<file path="src/hw/rtl/efd_pkg.sv">
// Shared constants and types for the escaped frame deframer.
package efd_pkg;

    localparam int MAX_FRAME_BYTES_DEF = 64;

    localparam logic [7:0] ESCAPE_RESET = 8'h48;
    localparam logic [7:0] START_RESET  = 8'h10;

    // configuration register indexes
    localparam logic CFG_ESCAPE = 1'b0;
    localparam logic CFG_START  = 1'b1;

    // result status codes
    localparam logic [1:0] STAT_PAYLOAD  = 2'd0;
    localparam logic [1:0] STAT_EMPTY    = 2'd1;
    localparam logic [1:0] STAT_OVERFLOW = 2'd2;

    typedef struct packed {
        logic wr_en;
        logic drain_start;
    } t_buf_ctl;

    typedef struct packed {
        logic       valid;
        logic       last;
        logic [7:0] data;
    } t_buf_item;

endpackage

</file>
<file path="src/hw/rtl/efd_frame_buf.sv">
// Frame payload memory with its drain sequencer.
module efd_frame_buf
    import efd_pkg::*;
#(
    parameter int MAX_FRAME_BYTES = MAX_FRAME_BYTES_DEF,
    parameter int ADDR_W          = 6,
    parameter int LEN_W           = 7
) (
    input  logic              i_clk,
    input  logic              i_rst_n,
    input  t_buf_ctl          i_ctl,
    input  logic [ADDR_W-1:0] i_wr_addr,
    input  logic [7:0]        i_wr_data,
    input  logic [LEN_W-1:0]  i_drain_len,
    input  logic              i_out_free,
    output t_buf_item         o_item,
    output logic              o_busy
);

    localparam logic [1:0] D_IDLE = 2'd0;
    localparam logic [1:0] D_READ = 2'd1;
    localparam logic [1:0] D_HOLD = 2'd2;

    logic [7:0]       r_mem [0:MAX_FRAME_BYTES-1];
    logic [7:0]       r_rd_data;
    logic [1:0]       r_dstate, n_dstate;
    logic [LEN_W-1:0] r_idx, n_idx;
    logic [LEN_W-1:0] r_len;
    logic             w_last;

    always_ff @(posedge i_clk) begin
        if (i_ctl.wr_en) begin
            r_mem[i_wr_addr] <= i_wr_data;
        end
        if (r_dstate == D_READ) begin
            r_rd_data <= r_mem[r_idx[ADDR_W-1:0]];
        end
        if (i_ctl.drain_start) begin
            r_len <= i_drain_len;
        end
    end

    assign w_last = ((r_idx + LEN_W'(1)) == r_len);

    always_comb begin
        n_dstate = r_dstate;
        n_idx    = r_idx;
        case (r_dstate)
            D_IDLE: begin
                if (i_ctl.drain_start) begin
                    n_dstate = D_READ;
                    n_idx    = '0;
                end
            end
            D_READ: begin
                n_dstate = D_HOLD;
            end
            D_HOLD: begin
                if (i_out_free) begin
                    n_idx    = r_idx + LEN_W'(1);
                    n_dstate = w_last ? D_IDLE : D_READ;
                end
            end
            default: begin
                n_dstate = D_IDLE;
            end
        endcase
    end

    always_ff @(posedge i_clk) begin
        if (!i_rst_n) begin
            r_dstate <= D_IDLE;
            r_idx    <= '0;
        end else begin
            r_dstate <= n_dstate;
            r_idx    <= n_idx;
        end
    end

    assign o_item.valid = (r_dstate == D_HOLD);
    assign o_item.last  = w_last;
    assign o_item.data  = r_rd_data;
    assign o_busy       = (r_dstate != D_IDLE);

endmodule

</file>
<file path="src/hw/rtl/escaped_frame_deframer.sv">
// Top level: escape-framed byte stream deframer.
// Timing: a byte is parsed in the cycle it is accepted; an empty-frame or overflow
//   result is shown in the next cycle, and the first payload byte of a closed frame
//   passes the drain state register, the registered memory read and the output register.
// Throughput: one byte per cycle while parsing and the output is not stalled; each drained
//   payload byte is read, then held, through the frame memory's single registered read port.
// Reset: synchronous, active low; clears mode, length, drain and output valid.
//   Registers return to escape 0x48 and start 0x10; the frame memory is not cleared.
module escaped_frame_deframer
    import efd_pkg::*;
#(
    parameter int MAX_FRAME_BYTES = MAX_FRAME_BYTES_DEF
) (
    input  logic       i_clk,
    input  logic       i_rst_n,
    input  logic       i_s_axis_tvalid,
    output logic       o_s_axis_tready,
    input  logic [7:0] i_s_axis_tdata,   // [7:0] rx_byte
    output logic       o_m_axis_tvalid,
    input  logic       i_m_axis_tready,
    output logic [7:0] o_m_axis_tdata,   // [7:0] payload_byte
    output logic       o_m_axis_tlast,
    output logic [1:0] o_m_axis_tuser,   // [1:0] status
    input  logic       i_cfg_valid,
    output logic       o_cfg_ready,
    input  logic       i_cfg_addr,
    input  logic [7:0] i_cfg_data
);

    localparam int ADDR_W = (MAX_FRAME_BYTES > 1) ? $clog2(MAX_FRAME_BYTES) : 1;
    localparam int LEN_W  = $clog2(MAX_FRAME_BYTES + 1);
    localparam logic [LEN_W-1:0] LIMIT = LEN_W'(MAX_FRAME_BYTES);

    localparam logic [1:0] M_HUNT    = 2'd0;
    localparam logic [1:0] M_EXPECT  = 2'd1;
    localparam logic [1:0] M_COLLECT = 2'd2;
    localparam logic [1:0] M_ESCAPED = 2'd3;

    logic [7:0]       r_escape, r_start;
    logic [1:0]       r_mode, n_mode;
    logic [LEN_W-1:0] r_len, n_len;
    logic             r_out_valid;
    logic [7:0]       r_out_data;
    logic             r_out_last;
    logic [1:0]       r_out_status;

    logic             w_accept, w_out_free, w_busy;
    logic             w_is_esc, w_is_start, w_append;
    logic             w_res_valid;
    logic [1:0]       w_res_status;
    t_buf_ctl         w_ctl;
    t_buf_item        w_item;

    assign o_cfg_ready = 1'b1;

    always_ff @(posedge i_clk) begin
        if (!i_rst_n) begin
            r_escape <= ESCAPE_RESET;
            r_start  <= START_RESET;
        end else if (i_cfg_valid) begin
            case (i_cfg_addr)
                CFG_ESCAPE: r_escape <= i_cfg_data;
                CFG_START:  r_start  <= i_cfg_data;
                default: ;
            endcase
        end
    end

    assign w_out_free      = !r_out_valid || i_m_axis_tready;
    assign o_s_axis_tready = !w_busy && w_out_free;
    assign w_accept        = i_s_axis_tvalid && o_s_axis_tready;

    assign w_is_esc   = (i_s_axis_tdata == r_escape);
    assign w_is_start = (i_s_axis_tdata == r_start);

    always_comb begin
        n_mode           = r_mode;
        n_len            = r_len;
        w_append         = 1'b0;
        w_res_valid      = 1'b0;
        w_res_status     = STAT_PAYLOAD;
        w_ctl.drain_start = 1'b0;
        if (w_accept) begin
            case (r_mode)
                M_HUNT: begin
                    if (w_is_esc) n_mode = M_EXPECT;
                end
                M_EXPECT: begin
                    if (w_is_start) begin
                        n_mode = M_COLLECT;
                        n_len  = '0;
                    end else begin
                        n_mode = M_HUNT;
                    end
                end
                M_COLLECT: begin
                    if (w_is_esc) n_mode = M_ESCAPED;
                    else          w_append = 1'b1;
                end
                M_ESCAPED: begin
                    if (w_is_start) begin
                        // close: empty frame reports itself, otherwise drain the store
                        n_mode = M_HUNT;
                        n_len  = '0;
                        if (r_len == '0) begin
                            w_res_valid  = 1'b1;
                            w_res_status = STAT_EMPTY;
                        end else begin
                            w_ctl.drain_start = 1'b1;
                        end
                    end else if (w_is_esc) begin
                        w_append = 1'b1;
                    end else begin
                        n_mode = M_HUNT;
                        n_len  = '0;
                    end
                end
                default: n_mode = M_HUNT;
            endcase
            if (w_append) begin
                if (r_len == LIMIT) begin
                    n_mode       = M_HUNT;
                    n_len        = '0;
                    w_res_valid  = 1'b1;
                    w_res_status = STAT_OVERFLOW;
                end else begin
                    n_mode = M_COLLECT;
                    n_len  = r_len + LEN_W'(1);
                end
            end
        end
        w_ctl.wr_en = w_append && (r_len != LIMIT);
    end

    always_ff @(posedge i_clk) begin
        if (!i_rst_n) begin
            r_mode <= M_HUNT;
            r_len  <= '0;
        end else begin
            r_mode <= n_mode;
            r_len  <= n_len;
        end
    end

    efd_frame_buf #(
        .MAX_FRAME_BYTES (MAX_FRAME_BYTES),
        .ADDR_W          (ADDR_W),
        .LEN_W           (LEN_W)
    ) u_buf (
        .i_clk       (i_clk),
        .i_rst_n     (i_rst_n),
        .i_ctl       (w_ctl),
        .i_wr_addr   (r_len[ADDR_W-1:0]),
        .i_wr_data   (i_s_axis_tdata),
        .i_drain_len (r_len),
        .i_out_free  (w_out_free),
        .o_item      (w_item),
        .o_busy      (w_busy)
    );

    // parse results and drained bytes never compete: input is held off while draining
    always_ff @(posedge i_clk) begin
        if (!i_rst_n) begin
            r_out_valid <= 1'b0;
        end else if (w_out_free) begin
            r_out_valid <= w_res_valid || w_item.valid;
        end
    end

    always_ff @(posedge i_clk) begin
        if (w_out_free) begin
            if (w_res_valid) begin
                r_out_data   <= 8'h00;
                r_out_last   <= 1'b1;
                r_out_status <= w_res_status;
            end else begin
                r_out_data   <= w_item.data;
                r_out_last   <= w_item.last;
                r_out_status <= STAT_PAYLOAD;
            end
        end
    end

    assign o_m_axis_tvalid = r_out_valid;
    assign o_m_axis_tdata  = r_out_data;
    assign o_m_axis_tlast  = r_out_last;
    assign o_m_axis_tuser  = r_out_status;

endmodule

</file>
<file path="config.mk">
export PLATFORM = sky130hd
export DESIGN_NAME = escaped_frame_deframer
export DESIGN_NICKNAME = d
export VERILOG_FILES = /design/src/hw/rtl/efd_pkg.sv /design/src/hw/rtl/efd_frame_buf.sv /design/src/hw/rtl/escaped_frame_deframer.sv
export SDC_FILE = /design/constraint.sdc
export NUM_CORES = 1
export LEC_CHECK = 0
export BUFFER_PORTS_ARGS = -buffer_cell sky130_fd_sc_hd__buf_2
export CAP_MARGIN = 0
export CORE_MARGIN = 2
export CORE_UTILIZATION = 56
export DETAILED_ROUTE_END_ITERATION = 10
export HOLD_SLACK_MARGIN = 0.02
export PLACE_DENSITY = 0.77
export SLEW_MARGIN = 20
export SYNTH_ARGS = -nofsm -noshare
export SYNTH_HDL_FRONTEND = slang
export SYNTH_SLANG_ARGS = --single-unit
export TNS_END_PERCENT = 1
</file>
<file path="constraint.sdc">
create_clock -name i_clk -period 5.17 [get_ports i_clk]
set_input_delay 1.034 -clock i_clk [delete_from_list [all_inputs] [get_ports i_clk]]
set_output_delay 1.034 -clock i_clk [all_outputs]
set_load 0.05 [all_outputs]
</file>
Word-level counts from Yosys, hierarchy flattened:

Memories as Yosys holds them, arrays and structs flattened. A register that Yosys moved wholly into a read port is not among the register bits.
Index checks and enable logic that the tools add are counted.

* memories: 1
* bits in writable memories: 512
* input bits: 22
* register bits after elaboration: 53

* multiplexer cells: 44
* add/subtract/negate cells: 2
* reduce and logical (&&, ||, !) cells: 20
* bitwise gates (word level): 1
* eq/ne operators: 16

Memories
* u_buf.r_mem: words 64, bits a word 8, read ports 1, clocked after Yosys merged registers in 1, wr ports 1, RTL line efd_frame_buf.sv:24 `logic [7:0] r_mem [0:MAX_FRAME_BYTES-1];`

Operator list (number)
* 2-to-1 mux 7 bit: 7
* case mux 7 bit (2 select lines): 2
* 2-to-1 mux 2 bit: 11
* 2-to-1 mux 1 bit: 21
* == test 8 bit: 2
* adder 7 x 1 -> 7 bit (second input constant): 2
* != test 3 bit (second input constant): 3
* case mux 2 bit (4 select lines): 1
* AND reduction 2 bit: 4
* AND reduction 4 bit: 2
* == test 7 bit: 1
* == test 7 bit (second input constant): 1
* logical NOT 7 bit: 1
* != test 7 bit (second input constant): 1
* == test 2 bit (second input constant): 3
* case mux 2 bit (3 select lines): 1
* == test 2 x 1 -> 1 bit (second input constant): 2
* logical NOT 2 bit: 2
* != test 4 bit (second input constant): 1
* nonzero test 2 bit: 2
* logical AND 1 bit: 3
* AND reduction 3 bit: 1
* nonzero test 3 bit: 1
* logical NOT 1 bit: 2
* other kinds (5): 6

Logic depth before layout (Yosys ltp):

Gate-level depths: netlist (run 1).

* depth in word-level cells: 9
* depth in mapped cells: 9
* mapped depth without buffers: 8

Hierarchy:

From an unflattened synthesis (run 1), not the netlist that was laid out.

* cells, all modules: 1238
* area total of the unflattened synthesis: 23014.6 µm²

By module, submodules not included
* efd_frame_buf: cells each 1034, instances 1, seq. area each 16005.4 µm², area an instance 21184.1 µm²
* escaped_frame_deframer: cells each 204, instances 1, seq. area each 850.8 µm², area an instance 1830.5 µm²

Worst setup path after synthesis (run 1):

OpenSTA, ideal clock, no wires.

* kind: in2reg
* start point: input port i_m_axis_tready
* end point: memory u_buf.r_mem[20][0] (enable)
* data required time: 4775 ps
* library setup time: 395 ps
* cell stages on the path: 7
* setup slack: 710 ps
* data arrival time: 4066 ps
* path buffers: 1
* cell sequence: nor2b_1 > nor3_1 > nand2_1 > nor2_1 > o21ai_2 > buf_2 > nor4_1

* longest elaborated chain between the ends: 7

Ends and longest elaborated chain
* from (decl): RTL line escaped_frame_deframer.sv:20 `input logic i_m_axis_tready,`
* logical OR 1 bit: RTL line escaped_frame_deframer.sv:69 `assign w_out_free = !r_out_valid || i_m_axis_tready;`
* logical AND 1 bit: RTL line escaped_frame_deframer.sv:70 `assign o_s_axis_tready = !w_busy && w_out_free;`
* via o_s_axis_tready: RTL line escaped_frame_deframer.sv:17 `output logic o_s_axis_tready,`
* logical AND 1 bit: RTL line escaped_frame_deframer.sv:71 `assign w_accept = i_s_axis_tvalid && o_s_axis_tready;`
* 2-to-1 mux 1 bit: RTL line escaped_frame_deframer.sv:83 `if (w_accept) begin`
* logical AND 1 bit: RTL line escaped_frame_deframer.sv:132 `w_ctl.wr_en = w_append && (r_len != LIMIT);`
* 2-to-1 mux 1 bit: RTL line efd_frame_buf.sv:32 `if (i_ctl.wr_en) begin`
* 2-to-1 mux 1 bit (not written as such): RTL line efd_frame_buf.sv:33 `r_mem[i_wr_addr] <= i_wr_data;`
* to (decl): RTL line efd_frame_buf.sv:24

The timed path passes the listed nets, and every way through them passes these cells.

Worst setup path after layout (run 1):

* start point: input port i_s_axis_tdata[7]
* end point: memory u_buf.r_mem[28][4] (enable)

* longest elaborated chain between the ends: 9

Ends and longest elaborated chain
* from (decl): RTL line escaped_frame_deframer.sv:18 `input logic [7:0] i_s_axis_tdata,`
* == test 8 bit: RTL line escaped_frame_deframer.sv:73 `assign w_is_esc = (i_s_axis_tdata == r_escape);`
* 2-to-1 mux 1 bit: RTL line escaped_frame_deframer.sv:111 `end else if (w_is_esc) begin`
* 2-to-1 mux 1 bit: RTL line escaped_frame_deframer.sv:101 `if (w_is_start) begin`
* case mux 1 bit (2 select lines) *: RTL line escaped_frame_deframer.sv:84 `case (r_mode)`
* 2-to-1 mux 1 bit * (2 in a row): RTL line escaped_frame_deframer.sv:83
* logical AND 1 bit *: RTL line escaped_frame_deframer.sv:132
* 2-to-1 mux 1 bit *: RTL line efd_frame_buf.sv:32
* 2-to-1 mux 1 bit (not written as such) *: RTL line efd_frame_buf.sv:33

Mark *: on every way between the ends. The rest lies on a longest branch, timed or not. The select of a mux whose other input is x is not followed.

==> results of run 1 <==
## path summary, 6_finish.rpt
kind                                   startpoint            endpoint  slack [ns]  depth (start not counted)
worst max-delay path            i_s_axis_tdata[7]  u_buf.r_mem[28][4]        1.54                          9
worst min-delay path                   r_start[5]          r_start[5]        0.49                          2
worst max register to register     u_buf.r_idx[0]  u_buf.r_rd_data[4]        1.89                          6
worst min register to register         r_start[5]          r_start[5]        0.49                          2
## tightest hold or removal path: stages (launching register included)
cell and delay, ns:
dfxtp_1 0.32, nand2_1 0.05, a21boi_0 0.07
## registers in the layout (all words and copies together) (netlist names), named ones only
signal and count:
o_m_axis_tlast 1, u_buf.r_rd_data 8, u_buf.r_len 7, r_len 7, o_m_axis_tuser 2, r_mode 1, o_m_axis_tvalid 1, u_buf.r_idx 7
o_m_axis_tdata 8, r_start 8, r_escape 8, u_buf.r_mem 512, u_buf.r_dstate 2
## metrics by stage
stage	instances	total power [mW]	utilization, %	hold WS (ns)
floorplan	1128	5.20	-	0.443
global placement	1662	5.29	59.3	0.469
detailed placement	1662	5.30	59.3	0.480
CTS	1761	9.07	63.6	0.489
global route	1761	9.25	63.7	0.518
finish	1762	9.03	63.7	0.493
## cells by family (layout without fill, tap and decap cells)
family	Yosys count	count (layout)	share of synthesized area (%)
multiplexers	173	173	16.5
XOR/XNOR	29	29	1.12
AO/OA/AOI/OAI	63	63	1.85
buffers and inverters	80	188	1.63
other	1	2	0.0165
adder cells (fa/ha/maj)	3	3	0.165
AND/OR/NAND/NOR	206	206	4.61
flip-flops	573	573	74.2
## layer usage
metal	vias up	GRT usage [%]	wire (um)	part of all wire [%]
met4	2	6.94	1180	2.4
met1	5878	35.2	19700	40
met5	-	0	11	0.022
li1	4779	-	-	-
met2	605	37.4	23600	48
met3	81	5.64	4660	9.5
## area by class of cell
cell class,instances,area [um2]
multi-input cells,475,5580
clock buffers,60,1400
fillers,2516,14500
clock inverters,39,327
inverters,8,30.0
diodes,1,2.50
repair buffers,81,561
flip-flops and latches,573,16900
well taps,525,657
## placed cells by master, fill, tap and decap left out, types with 6 or more instances in the layout
cell / n
nor4_1: 25
xnor2_1: 15
o21ai_0: 10
nor2_1: 46
clkbuf_16: 55
xor2_1: 14
buf_4: 44
dfxtp_1: 31
edfxtp_1: 538
clkinvlp_4: 7
nand3_1: 31
nor2b_1: 18
a21boi_0: 14
clkinv_1: 15
mux2i_1: 8
mux4_2: 160
o21ai_1: 6
buf_2: 34
inv_1: 8
clkinv_2: 10
nand2_1: 42
a21oi_1: 14
or3_1: 9
nor4_2: 7
## power by group
group | switching (mW) | leakage (nW) | internal (mW) | total [mW]
combinational | 0.0993 | 1.69 | 0.0248 | 0.124
sequential | 0.00617 | 5.16 | 5.07 | 5.07
clock | 1.64 | 0.827 | 2.19 | 3.83
total | 1.75 | 7.67 | 7.28 | 9.03
==> flow_summary.toml, run 1 <==
[floorplanning]
die_height_um = 205
die_x_um = 205
die_area_um2 = 42200
initial_core_util_pct = 57.0
core_area_um2 = 39900
core.rowCount = 73
io_pins = 36

[final_layout]
final_cell_area_um2 = 25400
syn_to_final_growth_pct = 11.8
nNetsFinal = 1217
drive_above_1_share_pct = 27.8

[clock_tree]
clock_latency_ns = 0.58
cts_setup_buffers = 0
htree_levels = 2
clkSinkCount = 573
cts_made_buffers = 53
cts_resized = 0
clock_path_buffers = 3
cts-root-buf = "clkbuf_16"
postCtsHoldBufs = 0
clkTransAtPathRegs_ns = 0.06
cts_tree = "yes"

[global_routing]
grt.total_usage_pct = 24.2
antenna_found_initial = 4
grt_pass1_wl_um = 73600
grt_max_degree = 65
grt_pass1_vias = 11299
grt_overflow = 0

[sta]
min_period_ns = 3.63
tightest_slew_ns = 1.10
fin_skew_ns = 0.0194
fmax_ghz = 0.276
tns_ns = 0
period_share_pct = 70.2
hold_viol = 0
relSlewSlack_pct = 25.7
slew_viol_final = 0
setup_violations = 0
layout_setup_ws_ns = 1.54
rsz0062_at_grt = "false"

[setup_path]
worstSetupPathType = "in2reg"
slowest_stage = "nor4_1"
cpPeakStageDelay_ns = 0.97
cp-start-kind = "input port"
crit_path_end_kind = "flip-flop"
cpMostUsedCell = "buf_4"
critPathTopFamily = "simple AND/OR/NAND/NOR gates"
critical_path_buf_inv_count = 3
required_ns = 5.45
crit_fanout = 25
arrival_ns = 3.91
cp_cell_sequence = "buf_2 -> xnor2_1 -> nand4_1 -> nor2_1 -> and3_1 -> o21ai_2 -> buf_4 -> nor4_1 -> buf_4"

[placed_design]
io_buffers = 34
dp_hpwl_um = 30200
gp_congestion = 0.834
dp_slack_ns = 1.09
placed_area_um2 = 23700

[detailed_routing]
vias = 11345
drt_iter0_drc = 1529
routedWlPerCell_um = 27.9
drt_first_pass_iters = 5
drcViolationCount = 0
wl_um = 49100
ant_nets = 0
viasPerCell = 6.44

[yosys]
yosysWarnings = 0
netlist_area_um2 = 22700
synth_edf_count = 538
synth_seq_cells = 573
synthCells = 1128
yosysTopAreaCell = "edfxtp_1"
synth_most_common_cell = "edfxtp_1"
async_flop_share_pct = 0
synth.top_cell.area_share_pct = 71.1
netlist-cell-type-count = 50
ys_top_cells_by_area = "edfxtp_1 71%, mux4_2 16%, dfxtp_1 3.1%"
avgSynthCellArea_um2 = 20.2
ys_seq_area_share_pct = 74.2
yosys-top-cells-count = "538 x edfxtp_1, 160 x mux4_2, 46 x nor2_1, 42 x nand2_1, 35 x dfxtp_1"
synth_nets = 1153
synth-main-ff-cell = "edfxtp_1"

[run]
cap_violations = 0

[power]
leakage_nw = 7.67
pwr_density_cell_nw_per_um2 = 355
ir_worst_vdd_mv = 0.275

[min_path]
hold_class = "reg2reg"

[status]
status = "completed"
Note: power is estimated with default switching activity, not from simulation.
==> inputs of run 2 (changes only) <==
--- a/config.mk
+++ b/config.mk
@@ -5,13 +5,14 @@
 export SDC_FILE = /design/constraint.sdc
 export NUM_CORES = 1
 export LEC_CHECK = 0
+export ABC_AREA = 1
 export BUFFER_PORTS_ARGS = -buffer_cell sky130_fd_sc_hd__buf_2
 export CAP_MARGIN = 0
 export CORE_MARGIN = 2
 export CORE_UTILIZATION = 56
 export DETAILED_ROUTE_END_ITERATION = 10
 export HOLD_SLACK_MARGIN = 0.02
-export PLACE_DENSITY = 0.77
+export PLACE_DENSITY = 0.8
 export SLEW_MARGIN = 20
 export SYNTH_ARGS = -nofsm -noshare
 export SYNTH_HDL_FRONTEND = slang
==> constraint.sdc (replaced) <==
create_clock -name i_clk -period 3.2 [get_ports i_clk]
set_input_delay 0.64 -clock i_clk [delete_from_list [all_inputs] [get_ports i_clk]]
set_output_delay 0.64 -clock i_clk [all_outputs]
set_load 0.05 [all_outputs]
==> run 2 against run 1 <==
- sequential share of layout area fell by 2.4 points
- critical path depth did not move
- clock skew fell by 0.0032 ns
- synthesized area rose by 3.2%
- synthesized cell count rose by 82%
- via count rose by 47%
- first-iteration DRC count rose by 90%
- core utilization rose by 0.50 points
- global-route usage rose by 4.2 points
- largest power group unchanged
==> flow_summary.toml, run 2 <==
[yosys]
synth_nets = 2076
avgSynthCellArea_um2 = 11.4
synth_edf_count = 538
yosysTopAreaCell = "edfxtp_1"
ys_top_cells_by_area = "edfxtp_1 69%, nor2_1 6.0%, nand2_1 5.7%"
synthCells = 2051
ys_seq_area_share_pct = 71.8
async_flop_share_pct = 0
synth_most_common_cell = "edfxtp_1"
yosys-top-cells-count = "538 x edfxtp_1, 374 x nor2_1, 356 x nand2_1, 266 x o21ai_0, 122 x o22ai_1"
synth_seq_cells = 573
netlist-cell-type-count = 34
synth-main-ff-cell = "edfxtp_1"
netlist_area_um2 = 23500
yosysWarnings = 0
synth.top_cell.area_share_pct = 68.9

[final_layout]
nNetsFinal = 2148
layout_common_cells = "538 x edfxtp_1, 374 x nor2_1, 356 x nand2_1"
utilization_pct = 64.2
seq_area_um2 = 16900
top_register = "u_buf.r_mem"
instances_no_fill = 2702
fillers = 3008
syn_to_final_growth_pct = 12.5
final_common_cell = "edfxtp_1"
largest_reg_flops = 512
drive_above_1_share_pct = 11.0
multi_input_area_um2 = 5800

[clock_tree]
clock_latency_ns = 0.61
postCtsHoldBufs = 0
cts_resized = 0
cts-root-buf = "clkbuf_16"
clock_path_buffers = 3
clkTransAtPathRegs_ns = 0.06
htree_levels = 2
cts_tree = "yes"
clkSinkCount = 573
cts_made_buffers = 55
cts_setup_buffers = 0

[sta]
min_period_ns = 2.46
rsz0062_at_grt = "false"
tightest_slew_ns = 0.975
relSlewSlack_pct = 34.8
period_share_pct = 77.0
tns_ns = 0
setup_violations = 0
hold_viol = 0
fmax_ghz = 0.406
timing.hold.ws_ns = 0.262
layout_setup_ws_ns = 0.737
slew_viol_final = 0
fin_skew_ns = 0.0162

[global_routing]
grt_max_degree = 97
met2_usage_pct = 43.9
met3_usage_pct = 5.31
busiest_layer = "met2"
grt.total_usage_pct = 28.5
grt_overflow = 0
use_met1_pct = 39.6
antenna_found_initial = 6
grt_pass1_wl_um = 92800
grt_pass1_vias = 16024

[detailed_routing]
routedWlPerCell_um = 22.9
vias = 16721
drt_iter0_drc = 2912
wl_um = 62000
ant_nets = 0
drt_first_pass_iters = 8
viasPerCell = 6.19
drcViolationCount = 0

[setup_path]
arrival_ns = 2.93
rr_startpoint = "u_buf.r_idx[1]"
rr_endpoint = "u_buf.r_rd_data[6]"
crit_path_end_kind = "flip-flop"
crit_fanout = 70
r2r_slack_ns = 0.74
cp-start-kind = "flip-flop"
worstSetupPathType = "reg2reg"
required_ns = 3.66
r2r_cells = 9

[placed_design]
dp_hpwl_um = 37200
dp_cells = 2598
gp_congestion = 0.916
dp_slack_ns = 0.299
io_buffers = 34

[floorplanning]
io_pins = 36
die_height_um = 209
die_x_um = 209
core.rowCount = 74
die_area_um2 = 43600
core_area_um2 = 41100
initial_core_util_pct = 57.1

[min_path]
holdPathEnd = "r_start[4]"
hold_class = "in2reg"
min_from = "i_cfg_data[4]"
holdPathStages = 3

[run]
cap_violations = 0

[power]
pwr_density_cell_nw_per_um2 = 570
leakage_nw = 9.52
ir_worst_vdd_mv = 0.539

[status]
status = "completed"
run 2: cell types whose count changed in the layout (fill, tap and decap cells not counted), moves of 24 or more:
cell     before  now
o21ai_0      10  266
inv_1         8   66
nor2_1       46  374
nor4_1       25    1
mux4_2      160    0
nand2_1      42  356
nand3_1      31   93
buf_4        44   94
o22ai_1       0  122
run 2: routing by layer:
metal	vias up	routed length, um
li1	7394	-
met1	7830	23300
met2	1274	27800
met3	221	7630
met4	2	3180
met5	-	13
run 2: logic make-up after synthesis:
group / after synthesis / share of synthesized area (%)
compound gates: 421 / 9.67
xor+xnor: 15 / 0.560
fa+ha+maj: 3 / 0.160
buf+inv: 192 / 3.44
flops: 573 / 71.8
other cells: 1 / 0.0160
simple gates: 846 / 14.3
run 2: how the worst max path moves through the flow:
stage | start | to | slack [ns] | depth (start not counted)
2_1_floorplan | i_m_axis_tready | o_s_axis_tready | 0.55 | 4
3_3_place_gp | i_s_axis_tdata[6] | u_buf.r_mem[63][7] | 0.36 | 14
3_5_place_dp | i_s_axis_tdata[6] | u_buf.r_mem[63][2] | 0.30 | 14
4_1_cts | r_escape[7] | u_buf.r_mem[14][5] | 0.80 | 13
5_1_grt | r_escape[4] | u_buf.r_mem[63][2] | 0.56 | 13
6_report | u_buf.r_idx[1] | u_buf.r_rd_data[6] | 0.74 | 9
run 2: metrics by stage:
stage	instance area (um2)	total power, mW
after floorplan	23500	8.43
after global placement	24600	8.61
after detailed placement	24600	8.61
after CTS	26400	15.1
after global routing	26400	15.4
final	26400	15.0
run 2: layout make-up:
cell class / instances / area share (%)
Sequential cell: 573 / 63.9
Multi-Input combinational cell: 1286 / 22.0
Clock buffer: 66 / 5.57
Timing Repair Buffer: 131 / 3.55
Tap cell: 532 / 2.52
Clock inverter: 37 / 1.37
Inverter: 76 / 1.11
Antenna cell: 1 / 0.00948
run 2: worst max-delay path, stage by stage (launching register included):
cell     delay [ns]
dfxtp_4        0.46
buf_4          0.56
o21ai_0        0.28
o22ai_1        0.31
nand2_1        0.09
nand2_1        0.13
nand2_1        0.08
nand3_1        0.17
nand3_1        0.10
nand2_1        0.11
run 2: power by group:
| part | internal [mW] | total (mW) | switching, mW |
|---|---|---|---|
| sequential | 8.19 | 8.20 | 0.00922 |
| combinational | 0.0427 | 0.252 | 0.209 |
| clock | 3.83 | 6.59 | 2.76 |
| total | 12.1 | 15.0 | 2.97 |
